==> config.mk <==
export PLATFORM = sky130hd
export DESIGN_NAME = sta_rec_table
export DESIGN_NICKNAME = d
export VERILOG_FILES = /design/src/hdl/sta_pkg.sv /design/src/hdl/sta_rec_table.sv
export SDC_FILE = /design/constraint.sdc
export NUM_CORES = 2
export LEC_CHECK = 0
export BUFFER_PORTS_ARGS = -buffer_cell sky130_fd_sc_hd__buf_2
export CELL_PAD_IN_SITES_DETAIL_PLACEMENT = 0
export CELL_PAD_IN_SITES_GLOBAL_PLACEMENT = 2
export CORE_ASPECT_RATIO = 1.2
export CORE_UTILIZATION = 40
export DETAILED_ROUTE_END_ITERATION = 8
export GPL_TIMING_DRIVEN = 0
export PLACE_DENSITY_LB_ADDON = 0.15
export SETUP_SLACK_MARGIN = 0.02
export SYNTH_ARGS = -nofsm -noshare
export SYNTH_HDL_FRONTEND = slang
export SYNTH_SLANG_ARGS = --single-unit
==> constraint.sdc <==
create_clock -name clk_i -period 25.2 [get_ports clk_i]
set_input_delay 2.52 -clock clk_i [delete_from_list [all_inputs] [get_ports clk_i]]
set_output_delay 2.52 -clock clk_i [all_outputs]
set_load 0.02 [all_outputs]
==> src/hdl/sta_pkg.sv <==
// sta_pkg: shared constants, codes and control types for the session time accumulator
// no dependencies; imported by sta_name_table, sta_rec_table and session_time_accumulator
`timescale 1ns / 1ps
`default_nettype none

package sta_pkg;

  localparam int unsigned ENTRIES_DEF    = 32;
  localparam int unsigned NAME_BYTES_DEF = 32;

  localparam int unsigned WORD_W     = 64;
  localparam int unsigned NAME_IN_W  = 4 * WORD_W;
  localparam int unsigned TS_W       = 32;
  localparam int unsigned TOT_W      = 64;
  localparam int unsigned KIND_W     = 2;
  localparam int unsigned STATUS_W   = 3;
  localparam int unsigned IDX_OUT_W  = 5;
  localparam int unsigned CNT_W      = 6;
  localparam int unsigned IN_DATA_W  = NAME_IN_W + TS_W;
  localparam int unsigned OUT_DATA_W = 80;

  localparam logic [CNT_W-1:0] LIMIT_RST = CNT_W'(32);

  localparam logic [KIND_W-1:0] KIND_LOGIN  = 2'd0;
  localparam logic [KIND_W-1:0] KIND_LOGOUT = 2'd1;

  localparam logic [STATUS_W-1:0] ST_NEW     = 3'd0;
  localparam logic [STATUS_W-1:0] ST_UPDATED = 3'd1;
  localparam logic [STATUS_W-1:0] ST_ADDED   = 3'd2;
  localparam logic [STATUS_W-1:0] ST_UNKNOWN = 3'd3;
  localparam logic [STATUS_W-1:0] ST_FULL    = 3'd4;
  localparam logic [STATUS_W-1:0] ST_IGNORED = 3'd5;

  typedef struct packed {
    logic load;
    logic rd;
    logic wr;
  } name_ctl_t;

  typedef enum logic [2:0] {
    REC_NONE,
    REC_READ,
    REC_LOGIN,
    REC_NEW,
    REC_DELTA,
    REC_ADD
  } rec_op_e;

endpackage

`default_nettype wire

==> src/hdl/sta_rec_table.sv <==
// sta_rec_table: per-entry login stamp and session total memory with the shared
// 64-bit session adder; depends on sta_pkg
`timescale 1ns / 1ps
`default_nettype none

module sta_rec_table #(
  parameter int unsigned ENTRIES = sta_pkg::ENTRIES_DEF,
  parameter int unsigned ADDR_W  = (ENTRIES > 1) ? $clog2(ENTRIES) : 1
) (
  input  wire                         clk_i,
  input  sta_pkg::rec_op_e            op_i,
  input  wire [ADDR_W-1:0]            addr_i,
  input  wire [sta_pkg::TS_W-1:0]     ts_i,
  output logic [sta_pkg::TOT_W-1:0]   total_o
);
  import sta_pkg::*;

  localparam int unsigned REC_W = TS_W + TOT_W;

  logic [REC_W-1:0] rec_mem [ENTRIES];
  logic [REC_W-1:0] rd_q;
  logic [TOT_W-1:0] delta_q;
  logic [TOT_W-1:0] total_q;
  logic [TS_W-1:0]  rd_stamp;
  logic [TOT_W-1:0] rd_total;
  logic [TS_W:0]    diff;
  logic [TOT_W-1:0] sum;

  assign rd_stamp = rd_q[REC_W-1:TOT_W];
  assign rd_total = rd_q[TOT_W-1:0];
  assign diff     = {1'b0, ts_i} - {1'b0, rd_stamp};
  assign sum      = rd_total + delta_q;

  always_ff @(posedge clk_i) begin
    case (op_i)
      REC_READ:  rd_q <= rec_mem[addr_i];
      REC_LOGIN: begin
        rec_mem[addr_i] <= {ts_i, rd_total};
        total_q         <= rd_total;
      end
      REC_NEW: begin
        rec_mem[addr_i] <= {ts_i, {TOT_W{1'b0}}};
        total_q         <= '0;
      end
      REC_DELTA: delta_q <= {{(TOT_W-TS_W-1){diff[TS_W]}}, diff};
      REC_ADD: begin
        rec_mem[addr_i] <= {rd_stamp, sum};
        total_q         <= sum;
      end
      default: ;
    endcase
  end

  assign total_o = total_q;

endmodule

`default_nettype wire

[Yosys cells after proc, flatten, opt, wreduce, memory -nomap -nowiden]
Memory sizes are Yosys's and may differ from the RTL's. A register that Yosys moved wholly into a read port is not among the register bits.
Cells that the tools add are included.
Word-level totals
  bits in registers: 97
  RAM bits: 3072
  output and inout port bits: 64
  word-level logic and storage cells: 22
  memories: 1
Cells by class
  add/subtract/negate cells: 2
  equal/unequal tests: 5
  multiplexer cells: 9
  bitwise operators: 2
  reduce and logical (&&, ||, !) cells: 1
Memories
  rec_mem: depth 32, width 96, read ports 1, clocked after memory_dff 1, wr ports 1, line sta_rec_table.sv:20  | logic [REC_W-1:0] rec_mem [ENTRIES];
Operators by type and width (number)
  $mux W96: 2
  $pmux W64 S3: 1
  $add A64 B64 Y64: 1
  $sub A32 B32 Y33: 1
  $eq A3 B2 Y1 const B: 2
  $eq A3 B3 Y1 const B: 2
  $mux W1: 6
  $eq A3 B1 Y1 const B: 1
  $reduce_bool A3 Y1: 1
  $or A1 B1 Y1: 2

[Longest topological paths before layout]
  word-level depth: 5
  gate-level depth with buffers: 14

[Worst setup path before layout]
No wires, ideal clock.
  path kind: in2reg
  from: input op_i[2]
  to: memory rec_mem[13][0] (netlist name) (enable)
  library setup time: 0.551 ns
  data arrival time: 10.695 ns
  data required time: 24.649 ns
  setup slack: 13.955 ns
  stages on the path: 4
  buffers on the path: 1
  cells stage by stage: clkbuf_1 -> o21ai_1 -> nand3b_1 -> nor2_1
Between the ends
  word-level cells in the longest chain between the ends: 5
Ends and longest elaborated chain
  start: declaration: line sta_rec_table.sv:11  | input sta_pkg::rec_op_e op_i,
  $eq A3 B2 Y1: line sta_rec_table.sv:35  | case (op_i)
  $mux W1: line sta_rec_table.sv:35
  $mux W1, on equally long branches: line sta_rec_table.sv:38, sta_rec_table.sv:42
  $or A1 B1 Y1 (no line)
  $or A1 B1 Y1 (no line) (*)
  end: declaration: line sta_rec_table.sv:20
Mark *: on every way between the ends. The rest lies on a longest branch, timed or not.

[Worst setup path in the final report]
  from: input addr_i[0]
  to: memory rec_mem[23][73] (netlist name) (enable)
RTL lines
  start: declaration: line sta_rec_table.sv:12  | input wire [ADDR_W-1:0] addr_i,
No word-level cell before the write port.

==> metrics.yaml <==
cts_sinks: 3265
layout_common_cells: "edfxtp_1, mux4_2, a22oi_1, clkbuf_16, clkbuf_1"
violations: "max-capacitance violations, max-slew violations"
core-area_um2: 315600
min_path_type: "reg2reg"
htreeDepth: 5
arrival_ns: 8.59
via_count: 69690
p_leak_nw: 47.81
cts_buffers: 337
dpl.hpwl_um: 315200
cts_tree: "done"
drive_above_1_share: 0.2765
synth_seq_area_share: 0.7731
wl_per_cell_um: 41.58
overflow: 0
io_pins: 105
nets: 6822
grt_pass1_wl_um: 616900
ant_nets: 0
clock_latency_ns: 0.92
grt_max_degree: 33
antenna_found_initial: 46
crit_path_end_kind: "flop"
power_density_nw_per_um2: 78.06
design.die.area_um2: 319300
ctsResizeCount: 0
asyncSetResetFlopFracSynth: 0
setup-violations-final: 0
drt_iter0_drc: 10010
portBuffers: 101
crit_type: "in2reg"
rows: 226
syn-num-nets: 6036
cts_setup_buffers: 0
gp_congestion: 0.8486
synth_area_um2: 126800
vdd_drop_max_v: 0.00005744
synth.avg_cell_area_um2: 21.50
fmax_ghz: 0.1245
critPathMaxFanout: 17
post-route-drc-count: 0
max_slew_margin: -0.07003
ys_ff_latch: 3265
initial_core_util: 0.4019
wl_um: 464800
synth.distinct_cells: 75
synthToLayoutAreaGrowth_pct: 18.95
clock_path_buffers: 4
hold_violations: 0
die-height_um: 618.8
ys.flop_type: "edfxtp_1"
layout_commonest_cell: "edfxtp_1"
dr.pass1.iters: 6
grt.total_usage: 0.2907
timing.final.crit_share: 0.3188
die_w_um: 516.0
synth_edf_count: 3265
grt_pass1_vias: 68330
critPathLaunchType: "primary input"
maxCapViolCount: 6
tns_ns: 0
tightest_slew_ns: 1.605
finalMaxSlewViolations: 45
outcome: "finished with violations"
fin_util: 0.4780
fin_crit_ns: 8.035
rsz0062_at_grt: "false"
vias_per_cell: 6.234
postSynthCellCount: 5898
fin_skew_ns: 0.06113
cts_hold_buf: 0
worstPathRequired_ns: 25.75
clk_pin_slew_ns: 0.06
synth_warnings: 0
root_buffer: "clkbuf_16"
[synth_stat cells, drive strengths merged, types with 4 or more instances]
cell type  count  area, µm²
nor3b          4      30.03
a21oi        123      619.4
nor2b          8      50.05
a22oi        384       2883
nor2          90      337.8
nand3         23      115.1
inv           54      202.7
o211ai         9      72.57
o21ai        170      877.1
a21boi         5      37.54
mux4         768      17300
xnor2         52      455.4
a41oi          5      43.79
buf           94      371.6
a211oi        15      130.1
nand3b         4      30.03
o41ai          4      61.32
and2           5      31.28
o31ai          5      37.54
nand2        163      611.8
a31oi         16      136.4
nor4           4      25.02
and3b          4      35.03
o21a           7      53.80
nor3           9      45.04
o21bai        21      157.7
edfxtp      3265      98040
and3          14      87.58
ha            95       1189
clkbuf       223      837.1
nand4        112      700.7
xor2          34      297.8
a21o          51      382.9
a22o           4      35.03
nand2b        13      81.33
[critical path: stages]
cell and delay [ns]:
clkbuf_1 0.24, clkbuf_1 1.11, clkbuf_2 0.60, buf_16 0.24
buf_1 0.98, nand3_1 1.06, nor2_4 0.98, buf_12 0.28
buf_12 0.22, buf_12 0.24
[logic make-up after synthesis]
kind of cell / Yosys count / synth area share
compound gates: 841 / 0.04545
flops: 3265 / 0.7731
mux: 771 / 0.1366
buf+inv: 371 / 0.01113
xor+xnor: 86 / 0.005939
simple gates: 467 / 0.01806
fa+ha+maj: 97 / 0.009688
[layer usage]
metal / up-vias / routed length [µm] / GRT usage
met2: 3473 / 224500 / 0.4702
met4: 16 / 19300 / 0.1083
met5: - / 105 / 0
met3: 722 / 37190 / 0.04993
li1: 26750 / - / -
met1: 38730 / 183700 / 0.3944
[power by group]
| group | internal [W] | total (W) | switching [W] |
|---|---|---|---|
| clock | 0.00274 | 0.00486 | 0.00212 |
| sequential | 0.00607 | 0.00609 | 0.0000160 |
| combinational | 0.000262 | 0.000826 | 0.000564 |
| total | 0.00908 | 0.0118 | 0.00270 |
[state kept, by name, summed over array words and instances (netlist names)]
name,flops
total_o,64
rec_mem,3072
delta_q,33
rd_q,96
[final cells by class]
class	instances	area [µm²]
Clock inverter	171	1419
Tap cell	4218	5278
Clock buffer	432	9002
Fill cell	26090	164700
Timing Repair Buffer	447	7525
Antenna cell	12	30.03
Multi-Input combinational cell	2262	28020
Sequential cell	3265	98040
Inverter	54	202.7
Buffer	317	1329
[final timing paths]
path | start | endpoint | slack [ns] | cells after the start
worst max-delay path | addr_i[0] | rec_mem[23][73] | 17.17 | 10
worst min-delay path | rd_q[56] | rec_mem[24][56] | 0.65 | 2
worst max register to register | rd_q[10] | rec_mem[27][57] | 20.06 | 13
worst min register to register | rd_q[56] | rec_mem[24][56] | 0.65 | 2
[metrics by stage]
step / setup WS [ns] / total power [W] / hold WS, ns / cells / area [µm²]
global route: 17.35 / 0.01204 / 0.6872 / 11170 / 150800
global placement: -0.2287 / 0.006970 / 0.6465 / 10220 / 132600
CTS: 17.26 / 0.01182 / 0.6566 / 11160 / 150700
floorplan: 13.95 / 0.006615 / 0.5434 / 5898 / 126800
finish: 17.17 / 0.01178 / 0.6530 / 11180 / 150800
detailed placement: 16.32 / 0.007027 / 0.6345 / 10560 / 140300
No activity file was read; power rests on OpenSTA's default activity.
